[config.mk]
export PLATFORM = sky130hd
export DESIGN_NAME = button_gesture_classifier
export DESIGN_NICKNAME = d
export VERILOG_FILES = /design/src/rtl/bgc_pkg.sv /design/src/rtl/bgc_step.sv /design/src/rtl/bgc_evq.sv /design/src/rtl/button_gesture_classifier.sv
export SDC_FILE = /design/constraint.sdc
export NUM_CORES = 1
export LEC_CHECK = 0
export BUFFER_PORTS_ARGS = -buffer_cell sky130_fd_sc_hd__buf_2
export CORE_MARGIN = 8
export CORE_UTILIZATION = 55
export DETAILED_ROUTE_END_ITERATION = 10
export PLACE_DENSITY = 0.75
export SYNTH_ARGS = -nofsm -noshare
export SYNTH_HDL_FRONTEND = slang
export SYNTH_SLANG_ARGS = --single-unit
[constraint.sdc]
create_clock -name i_clk -period 16 [get_ports i_clk]
set_clock_uncertainty 0.2 [all_clocks]
set_input_delay 0.8 -clock i_clk [delete_from_list [all_inputs] [get_ports i_clk]]
set_output_delay 0.8 -clock i_clk [all_outputs]
set_load 0.01 [all_outputs]
[src/rtl/bgc_pkg.sv]
package bgc_pkg;

    localparam int TickW       = 16;
    localparam int EvqDepthDef = 4;

    localparam logic [TickW-1:0] LockoutRst = 16'd150;
    localparam logic [TickW-1:0] ClickRst   = 16'd500;
    localparam logic [TickW-1:0] HoldRst    = 16'd1500;
    localparam logic [TickW-1:0] TagRst     = 16'd0;

    // Second press of a gesture is a double click.
    localparam logic [1:0] DoubleCount = 2'd2;

    typedef enum logic [1:0] {
        EV_SINGLE = 2'd0,
        EV_DOUBLE = 2'd1,
        EV_HOLD   = 2'd2
    } t_evt_code;

    typedef enum logic [1:0] {
        REG_LOCKOUT = 2'd0,
        REG_CLICK   = 2'd1,
        REG_HOLD    = 2'd2,
        REG_TAG     = 2'd3
    } t_reg_idx;

    typedef struct packed {
        logic [TickW-1:0] lockout_ticks;
        logic [TickW-1:0] click_ticks;
        logic [TickW-1:0] hold_ticks;
        logic [TickW-1:0] source_tag;
    } t_cfg;

    typedef struct packed {
        logic             prior_level;
        logic [TickW-1:0] lockout_left;
        logic [TickW-1:0] click_left;
        logic             click_running;
        logic [TickW-1:0] hold_left;
        logic             hold_running;
        logic [1:0]       press_count;
        logic             hold_seen;
    } t_state;

    typedef struct packed {
        t_evt_code        code;
        logic [TickW-1:0] source;
        logic             last;
    } t_event;

    // Up to two events per tick, packed so that evt_a is always the first one.
    typedef struct packed {
        logic [1:0] n_evt;
        t_event     evt_a;
        t_event     evt_b;
    } t_step_res;

    // A tick count of zero behaves as one.
    function automatic logic [TickW-1:0] at_least_one(input logic [TickW-1:0] v);
        return (v == '0) ? TickW'(1) : v;
    endfunction

endpackage

[src/rtl/bgc_step.sv]
module bgc_step
    import bgc_pkg::*;
(
    input  t_state    i_state,
    input  t_cfg      i_cfg,
    input  logic      i_pin_level,
    output t_state    o_state,
    output t_step_res o_res
);

    always_comb begin
        t_state    s;
        logic      single_hit;
        logic      second_hit;
        t_evt_code second_code;
        t_event    ev_single;
        t_event    ev_second;

        s           = i_state;
        single_hit  = 1'b0;
        second_hit  = 1'b0;
        second_code = EV_DOUBLE;

        // Click window first: a lone press that outlives it is a single click.
        if (s.click_running) begin
            s.click_left = s.click_left - TickW'(1);
            if (s.click_left == '0) begin
                s.click_running = 1'b0;
                if (s.press_count == 2'd1) begin
                    single_hit     = 1'b1;
                    s.press_count  = 2'd0;
                    s.hold_running = 1'b0;
                    s.hold_left    = '0;
                end
            end
        end

        if (s.hold_running) begin
            s.hold_left = s.hold_left - TickW'(1);
            if (s.hold_left == '0) begin
                s.hold_running = 1'b0;
                s.hold_seen    = 1'b1;
            end
        end

        if (s.lockout_left != '0) begin
            s.lockout_left = s.lockout_left - TickW'(1);
            if (s.lockout_left == '0) begin
                if (s.press_count == 2'd0) begin
                    s.click_left    = at_least_one(i_cfg.click_ticks);
                    s.click_running = 1'b1;
                    s.hold_left     = at_least_one(i_cfg.hold_ticks);
                    s.hold_running  = 1'b1;
                end
                if (i_pin_level && s.press_count != 2'd3) begin
                    s.press_count = s.press_count + 2'd1;
                end
                if (s.press_count >= DoubleCount) begin
                    second_hit      = 1'b1;
                    second_code     = EV_DOUBLE;
                    s.press_count   = 2'd0;
                    s.click_running = 1'b0;
                    s.click_left    = '0;
                    s.hold_running  = 1'b0;
                    s.hold_left     = '0;
                end
                if (s.hold_seen && s.press_count == 2'd1) begin
                    second_hit      = 1'b1;
                    second_code     = EV_HOLD;
                    s.press_count   = 2'd0;
                    s.hold_seen     = 1'b0;
                    s.click_running = 1'b0;
                    s.click_left    = '0;
                    s.hold_running  = 1'b0;
                    s.hold_left     = '0;
                end
            end
        end else if (i_pin_level != s.prior_level) begin
            s.lockout_left = at_least_one(i_cfg.lockout_ticks);
        end

        s.prior_level = i_pin_level;

        ev_single.code   = EV_SINGLE;
        ev_single.source = i_cfg.source_tag;
        ev_single.last   = !second_hit;
        ev_second.code   = second_code;
        ev_second.source = i_cfg.source_tag;
        ev_second.last   = 1'b1;

        o_state     = s;
        o_res.n_evt = {1'b0, single_hit} + {1'b0, second_hit};
        o_res.evt_a = single_hit ? ev_single : ev_second;
        o_res.evt_b = ev_second;
    end

endmodule

[src/rtl/bgc_evq.sv]
module bgc_evq
    import bgc_pkg::*;
#(
    parameter int Depth = EvqDepthDef
) (
    input  logic       i_clk,
    input  logic       i_rst_n,
    input  logic [1:0] i_n_push,
    input  t_event     i_evt_a,
    input  t_event     i_evt_b,
    output logic       o_room2,
    output logic       o_valid,
    input  logic       i_ready,
    output t_event     o_evt
);

    localparam int AW = (Depth > 1) ? $clog2(Depth) : 1;
    localparam int CW = $clog2(Depth + 1);
    localparam logic [AW-1:0] LastIdx = AW'(Depth - 1);

    t_event        r_slot [Depth];
    logic [AW-1:0] r_wr;
    logic [AW-1:0] r_rd;
    logic [CW-1:0] r_cnt;
    logic [AW-1:0] n_wr;
    logic [AW-1:0] n_rd;
    logic [CW-1:0] n_cnt;
    logic [AW-1:0] wr_1;
    logic [AW-1:0] wr_2;
    logic          pop;

    assign wr_1 = (r_wr == LastIdx) ? '0 : r_wr + AW'(1);
    assign wr_2 = (wr_1 == LastIdx) ? '0 : wr_1 + AW'(1);

    assign pop     = o_valid && i_ready;
    assign o_valid = (r_cnt != '0);
    assign o_evt   = r_slot[r_rd];
    assign o_room2 = (r_cnt <= CW'(Depth - 2));

    always_comb begin
        n_rd = r_rd;
        if (pop) begin
            n_rd = (r_rd == LastIdx) ? '0 : r_rd + AW'(1);
        end
        case (i_n_push)
            2'd0:    n_wr = r_wr;
            2'd1:    n_wr = wr_1;
            default: n_wr = wr_2;
        endcase
        n_cnt = r_cnt + CW'(i_n_push) - CW'(pop);
    end

    always_ff @(posedge i_clk) begin
        if (!i_rst_n) begin
            r_wr  <= '0;
            r_rd  <= '0;
            r_cnt <= '0;
        end else begin
            r_wr  <= n_wr;
            r_rd  <= n_rd;
            r_cnt <= n_cnt;
        end
    end

    always_ff @(posedge i_clk) begin
        if (i_n_push != 2'd0) begin
            r_slot[r_wr] <= i_evt_a;
        end
        if (i_n_push >= 2'd2) begin
            r_slot[wr_1] <= i_evt_b;
        end
    end

endmodule

[src/rtl/button_gesture_classifier.sv]
// Channel   Direction  Handshake                   Payload
// --------  ---------  --------------------------  -------------------------------------
// tick in   input      i_in_valid / o_in_ready     i_pin_level
// events    output     o_out_valid / i_out_ready   o_event_code, o_event_source,
//                                                  o_last_event
// config    APB        psel, penable, pwrite, ...  paddr, pwdata, prdata
//
// Each tick transaction is folded into the gesture state in the cycle it is accepted,
// so one tick per clock is taken while o_in_ready is high. The single-pass update logic
// (three down counters and their compares) sets that figure. A tick yields zero, one or
// two events, which enter a small event queue; one event leaves per cycle while
// i_out_ready is high. o_in_ready is high while the queue has room for two events,
// so a stalled output side only stops the input once fewer than two slots are free.
// i_rst_n is synchronous and active low; it restores the registers to their defaults
// and clears the gesture state and the queue.
module button_gesture_classifier
    import bgc_pkg::*;
#(
    parameter int EvqDepth = EvqDepthDef
) (
    input  logic             i_clk,
    input  logic             i_rst_n,
    // Tick input channel.
    input  logic             i_in_valid,
    output logic             o_in_ready,
    input  logic             i_pin_level,
    // Event output channel.
    output logic             o_out_valid,
    input  logic             i_out_ready,
    output logic [1:0]       o_event_code,
    output logic [TickW-1:0] o_event_source,
    output logic             o_last_event,
    // Configuration port.
    input  logic             psel,
    input  logic             penable,
    input  logic             pwrite,
    input  logic [3:0]       paddr,
    input  logic [31:0]      pwdata,
    output logic [31:0]      prdata,
    output logic             pready
);

    t_cfg      r_cfg;
    t_state    r_state;
    t_state    n_state;
    t_step_res step_res;
    t_event    out_evt;
    t_reg_idx  reg_idx;
    logic      cfg_wr;
    logic      tick_acc;
    logic      room2;
    logic [1:0] tick_push;

    // Registers sit at word addresses; the low two address bits are ignored.
    assign pready  = 1'b1;
    assign reg_idx = t_reg_idx'(paddr[3:2]);
    assign cfg_wr  = psel && penable && pwrite && pready;

    always_ff @(posedge i_clk) begin
        if (!i_rst_n) begin
            r_cfg.lockout_ticks <= LockoutRst;
            r_cfg.click_ticks   <= ClickRst;
            r_cfg.hold_ticks    <= HoldRst;
            r_cfg.source_tag    <= TagRst;
        end else if (cfg_wr) begin
            case (reg_idx)
                REG_LOCKOUT: r_cfg.lockout_ticks <= pwdata[TickW-1:0];
                REG_CLICK:   r_cfg.click_ticks   <= pwdata[TickW-1:0];
                REG_HOLD:    r_cfg.hold_ticks    <= pwdata[TickW-1:0];
                REG_TAG:     r_cfg.source_tag    <= pwdata[TickW-1:0];
                default:     r_cfg               <= r_cfg;
            endcase
        end
    end

    always_comb begin
        case (reg_idx)
            REG_LOCKOUT: prdata = {16'd0, r_cfg.lockout_ticks};
            REG_CLICK:   prdata = {16'd0, r_cfg.click_ticks};
            REG_HOLD:    prdata = {16'd0, r_cfg.hold_ticks};
            REG_TAG:     prdata = {16'd0, r_cfg.source_tag};
            default:     prdata = '0;
        endcase
    end

    // The state advances only on an accepted tick; idle cycles leave the timers alone.
    assign o_in_ready = room2;
    assign tick_acc   = i_in_valid && o_in_ready;

    bgc_step u_step (
        .i_state     (r_state),
        .i_cfg       (r_cfg),
        .i_pin_level (i_pin_level),
        .o_state     (n_state),
        .o_res       (step_res)
    );

    always_ff @(posedge i_clk) begin
        if (!i_rst_n) begin
            r_state.prior_level   <= 1'b1;
            r_state.lockout_left  <= '0;
            r_state.click_left    <= '0;
            r_state.click_running <= 1'b0;
            r_state.hold_left     <= '0;
            r_state.hold_running  <= 1'b0;
            r_state.press_count   <= 2'd0;
            r_state.hold_seen     <= 1'b0;
        end else if (tick_acc) begin
            r_state <= n_state;
        end
    end

    assign tick_push = tick_acc ? step_res.n_evt : 2'd0;

    // The queue is the output register: results wait there and hold up ticks only when fewer than two slots are free.
    bgc_evq #(
        .Depth (EvqDepth)
    ) u_evq (
        .i_clk    (i_clk),
        .i_rst_n  (i_rst_n),
        .i_n_push (tick_push),
        .i_evt_a  (step_res.evt_a),
        .i_evt_b  (step_res.evt_b),
        .o_room2  (room2),
        .o_valid  (o_out_valid),
        .i_ready  (i_out_ready),
        .o_evt    (out_evt)
    );

    assign o_event_code   = out_evt.code;
    assign o_event_source = out_evt.source;
    assign o_last_event   = out_evt.last;

endmodule
# == Yosys cells after proc, flatten, opt, wreduce, memory -nomap -nowiden ==
# Memory sizes are Yosys's and may differ from the RTL's. A register that Yosys moved wholly into a read port is not among the register bits.
# Cells that the tools add are included.
# totals
romBits,0
ramBits,76
in_bits,44
n_memories,1
latch_bits,0
word_cells,110
reg_bits,125
out_inout_bits,54
# mem_list
name,depth,word_bits,read_ports,rd_clocked_by_memory_dff,write_ports,line,rtl
u_evq.r_slot,4,19,1,1,2,bgc_evq.sv:21,t_event r_slot [Depth];
# op_classes
n_mul,0
n_shift,0
mux,45
div_mod_pow,0
n_lt_le_gt_ge,3
n_addsub,10
n_eq_ne,11
bitwise,0
reduce_logical,25
# op_table
operator,n
36-bit two-way mux,4
32-bit case mux with 4 select lines,1
37-bit two-way mux,3
16-bit zero test,6
16-bit two-way mux,5
16-bit by 1-bit subtractor with 16-bit output (second input constant),3
19-bit two-way mux,2
34-bit two-way mux,1
2-bit two-way mux,12
20-bit two-way mux,1
17-bit two-way mux,1
16-bit nonzero test,1
1-bit two-way mux,14
2-bit equality test (second input constant),5
2-bit AND reduction,5
2-bit by 1-bit adder with 2-bit output (second input constant),4
2-bit by 1-bit equality test with 1-bit output (second input constant),4
1-bit logical AND,6
2-bit zero test,3
2-bit >= comparator (second input constant),2
2-bit case mux with 2 select lines,1
2-bit nonzero test,2
3-bit by 2-bit adder with 3-bit output,1
3-bit by 2-bit <= comparator with 1-bit output (second input constant),1
other kinds (6),6

# == Depth between registers and ports, before layout ==
# depth
depth_word,23
ltp_mapped,27
mapped_depth_nobuf,24

# == Cells and area by module ==
# From an unflattened synthesis, not the netlist that was laid out.
# unflattened
hier_cells,1197
hier_area_um2,11980.2
# by_module_without_submodules
mod,area_per_inst_um2,cells_per_inst,instances,seq_area_each_um2
button_gesture_classifier,4957.3,525,1,2362.3
bgc_evq,4340.4,251,1,2462.4
bgc_step,2682.6,421,1,0.0

# == Worst setup path after synthesis ==
# No wires, ideal clock.
# synth_path
path_kind,reg-to-reg
startpoint,register r_state[24] (netlist name)
endpoint,memory u_evq.r_slot[0][17] (netlist name) (data pin)
setup_slack_ns,10.083
arrival_time_ns,5.576
t_required_ns,15.659
setup_time_ns,0.141
stages_incl_launch_ff,26
synth_period_minus_slack_ns,5.917
n_path_buf,4
cell_sequence,dfxtp_1 -> buf_6 -> or4_4 -> o31ai_4 -> nand3b_4 -> nor4_1 -> nand3_1 -> nand2_1 -> ha_1 -> nor4b_1 -> xor2_1 -> nor4_1 -> a41oi_1 -> o21bai_2 -> nand3_2 -> inv_2 -> buf_6 -> ha_1 -> clkbuf_1 -> nand2_1 -> nand2_1 -> nand2_1 -> nand2_1 -> clkbuf_1 -> nand2_1 -> nor2_1
# synth_lines
item,line,rtl
"start, declared",button_gesture_classifier.sv:44,t_state r_state;
"start signal, assigned",button_gesture_classifier.sv:109,r_state <= n_state;
"end, declared",bgc_evq.sv:21,

==> results.ini <==
[power]
power_w = 0.001448
leakagePower_nw = 4.122
cellPowerDensity_nw_per_um2 = 122.9
ir_worst_vdd_uv = 60.60
comb_power_share_pct = 23.0
switching_power_w = 0.0004462
internal_power_w = 0.001002
clkPwrFrac_pct = 36.2
power_frac_seq_pct = 40.8
netSwitchingFraction_pct = 30.81

[global_route]
antenna_found_initial = 0
grt_overflow = 0
grt_first_pass_wirelength_mm = 44.05
grt_usage_pct = 22.52
grt_max_degree = 98
grt_pass1_vias = 8344

[synth]
synth_cell_types = 69
synth_edf_count = 72
ys_ff_latch = 203
async_flop_share_pct = 0
synth_ff_type = dfxtp_1
synth_seq_area_share_pct = 44.79
synth_top_cell_by_area = dfxtp_1
synthCells = 1176
synthTopCellsByArea = dfxtp_1, edfxtp_1, nand2_1, mux4_2, a21oi_1
avgSynthCellArea_um2 = 9.083
synth_top_area_share_pct = 24.55
synth_area_um2 = 10680
synth_most_common_cell = nand2_1
yosysWarnings = 0
synth_common_cells = nand2_1, dfxtp_1, a21oi_1

[timing]
worst_slew_pin_slew_ps = 1233
fmax_mhz = 153.9
hold_viol_final = 0
rsz0062_at_grt = false
slew_headroom_pct = 17.51
setup_viol = 0
period_share_pct = 40.60
fin_crit_ps = 6496
drv_slew = 0
setup_tns_ps = 0

[place]
place_hpwl_mm = 18.68
port_buffers = 62
place.gp.congestion = 0.8955

[floorplan]
core_area_um2 = 19270
die_w_um = 155.4
io_pins = 98
die-area_um2 = 24140
rows = 51
die_height_um = 155.4
start_util_pct = 55.43

[finish]
drive_above_1_share_pct = 13.80
syn_to_final_growth_pct = 10.27
layout.nets = 1258
num_antenna_cells = 0
fillers = 1634

[cts]
numCtsBuffers = 22
cts.path.max_buffers = 3
clk-insertion-delay-late_ps = 510
root_buffer = clkbuf_16
clock_sinks = 203
cts_setup_buffers = 0
hold_buffers = 0
htree_levels = 1
cts_resized = 0
cts_tree = done
clk_pin_slew_ps = 60

[hold_path]
min_path_cells = 2
hold_class = flop to flop

[setup_path]
r2r_cells = 22
crit_path_frequent_cell = nand2_1
critPathSlowestCell = nor4_1
r2r_slack_ps = 9500
critPathKind = flop to flop
cp_max_fo = 35
crit_path_end_kind = flop
startpoint_type = flop
required_ps = 16170
path_cells = nor4_1, nand4_1, xnor2_1, nor4_1, nand3_1, nand2_1, ha_1, nor4b_1, nand4_1, a21oi_1, a41oi_1, o21bai_2, nand3_2, inv_2, ha_1, nand2_1, nand2_1, nand2_1, nand2_1, buf_4, nand2_1, nor2_1
critPathArrivalTime_ps = 6660
slowest_delay_ps = 550

[route]
first_pass_iters = 5
wl_per_cell_um = 18.69
route.detailed.drc = 0
avgViaCountPerCell = 5.960
drtIter0Drc = 936
ant_nets = 0
num_vias = 8791
drt-total-wl_mm = 27.57

[run]
drv_cap = 0

[run_status]
outcome = finished, final reports clean

[through the flow]
stage / setup WS, ps / hold slack [ps] / area, um^2 / utilization [%] / cells
3_3_place_gp: 9689 / 264.6 / 11030 / 57.23 / 1435
3_5_place_dp: 9662 / 273.4 / 11030 / 57.23 / 1435
6_report: 9504 / 280.1 / 11780 / 61.12 / 1475
5_1_grt: 8905 / 302.9 / 11780 / 61.12 / 1475
2_1_floorplan: 10080 / 246.4 / 10740 / - / 1191
4_1_cts: 9606 / 284.4 / 11780 / 61.12 / 1475
[critical path: cells and delay by family, from the launching register on]
kind	cells	cell delay, ps
AND/OR/NAND/NOR	14	3270
AO/OA/AOI/OAI	3	890
adder cells (fa/ha/maj)	2	650
buffers and inverters	2	610
flip-flops	1	410
XOR/XNOR	1	300
[logic make-up after synthesis]
kind of cell,count (synthesis),synth area share [%]
adder cells (fa/ha/maj),20,2.413
XOR/XNOR,36,2.952
AO/OA/AOI/OAI,202,11.39
flip-flops,203,44.79
AND/OR/NAND/NOR,555,25.63
buffers and inverters,119,4.990
other,2,0.07031
multiplexers,39,7.766
[path summary, 6_finish.rpt]
path / from / end
setup reg to reg: r_state[24]$_SDFFE_PN0P_ / u_evq.r_slot[3][18]$_DFFE_PP_
hold / removal: r_state[53]$_SDFFE_PN1P_ / r_state[53]$_SDFFE_PN1P_
setup / recovery: r_state[24]$_SDFFE_PN0P_ / u_evq.r_slot[3][18]$_DFFE_PP_
hold reg to reg: r_state[53]$_SDFFE_PN1P_ / r_state[53]$_SDFFE_PN1P_
[sequential cells by signal (all words and copies together) (netlist names), named ones only]
register      count
r_cfg            64
r_state          54
u_evq.r_cnt       3
u_evq.r_rd        2
u_evq.r_slot     76
u_evq.r_wr        2
[final cells by class]
class / instances / area, um^2 / share of cell area [%]
tap: 265 / 331.6 / 2.815
sequential: 203 / 4785 / 40.62
clock inverter: 12 / 146.4 / 1.243
multi-input combinational: 869 / 5434 / 46.13
timing repair buffer: 71 / 377.9 / 3.208
clock buffer: 28 / 603.1 / 5.120
inverter: 27 / 101.3 / 0.8604
[metal layers]
layer | track usage (%) | vias to the layer above | wire length, um
li1 | - | 4180 | -
met1 | 29.42 | 4170 | 11280
met2 | 37.12 | 378 | 13210
met3 | 4.078 | 63 | 2314
met4 | 7.486 | 0 | 773
met5 | 0 | - | 0
[placed cells by master (no fill, tap or decap), drive strengths merged, types with 4 or more instances in the layout]
cell type and n:
a21oi 119, or4 6, nand3b 4, o21ai 24, clkinv 8, edfxtp 72
and2 70, xnor2 21, buf 71, nand4 13, and4 5, or2 7
dfxtp 131, a211oi 9, ha 19, o211ai 7, clkbuf 28, o31ai 4
inv 27, nor4 29, or3 20, a22oi 4, nor4b 8, nand2 221
xor2 15, and3 6, conb 17, a31oi 7, nor2 76, nor3 38
mux4 35, nand3 44
[power groups by stage]
stage	clock, W	sequential [W]	combinational (W)
floorplan	0	0.000586	0.000272
global placement	0	0.000600	0.000326
detailed placement	0	0.000601	0.000330
CTS	0.000529	0.000590	0.000332
global route	0.000550	0.000594	0.000378
finish	0.000525	0.000591	0.000333
Power figures use the tool's default switching activity.
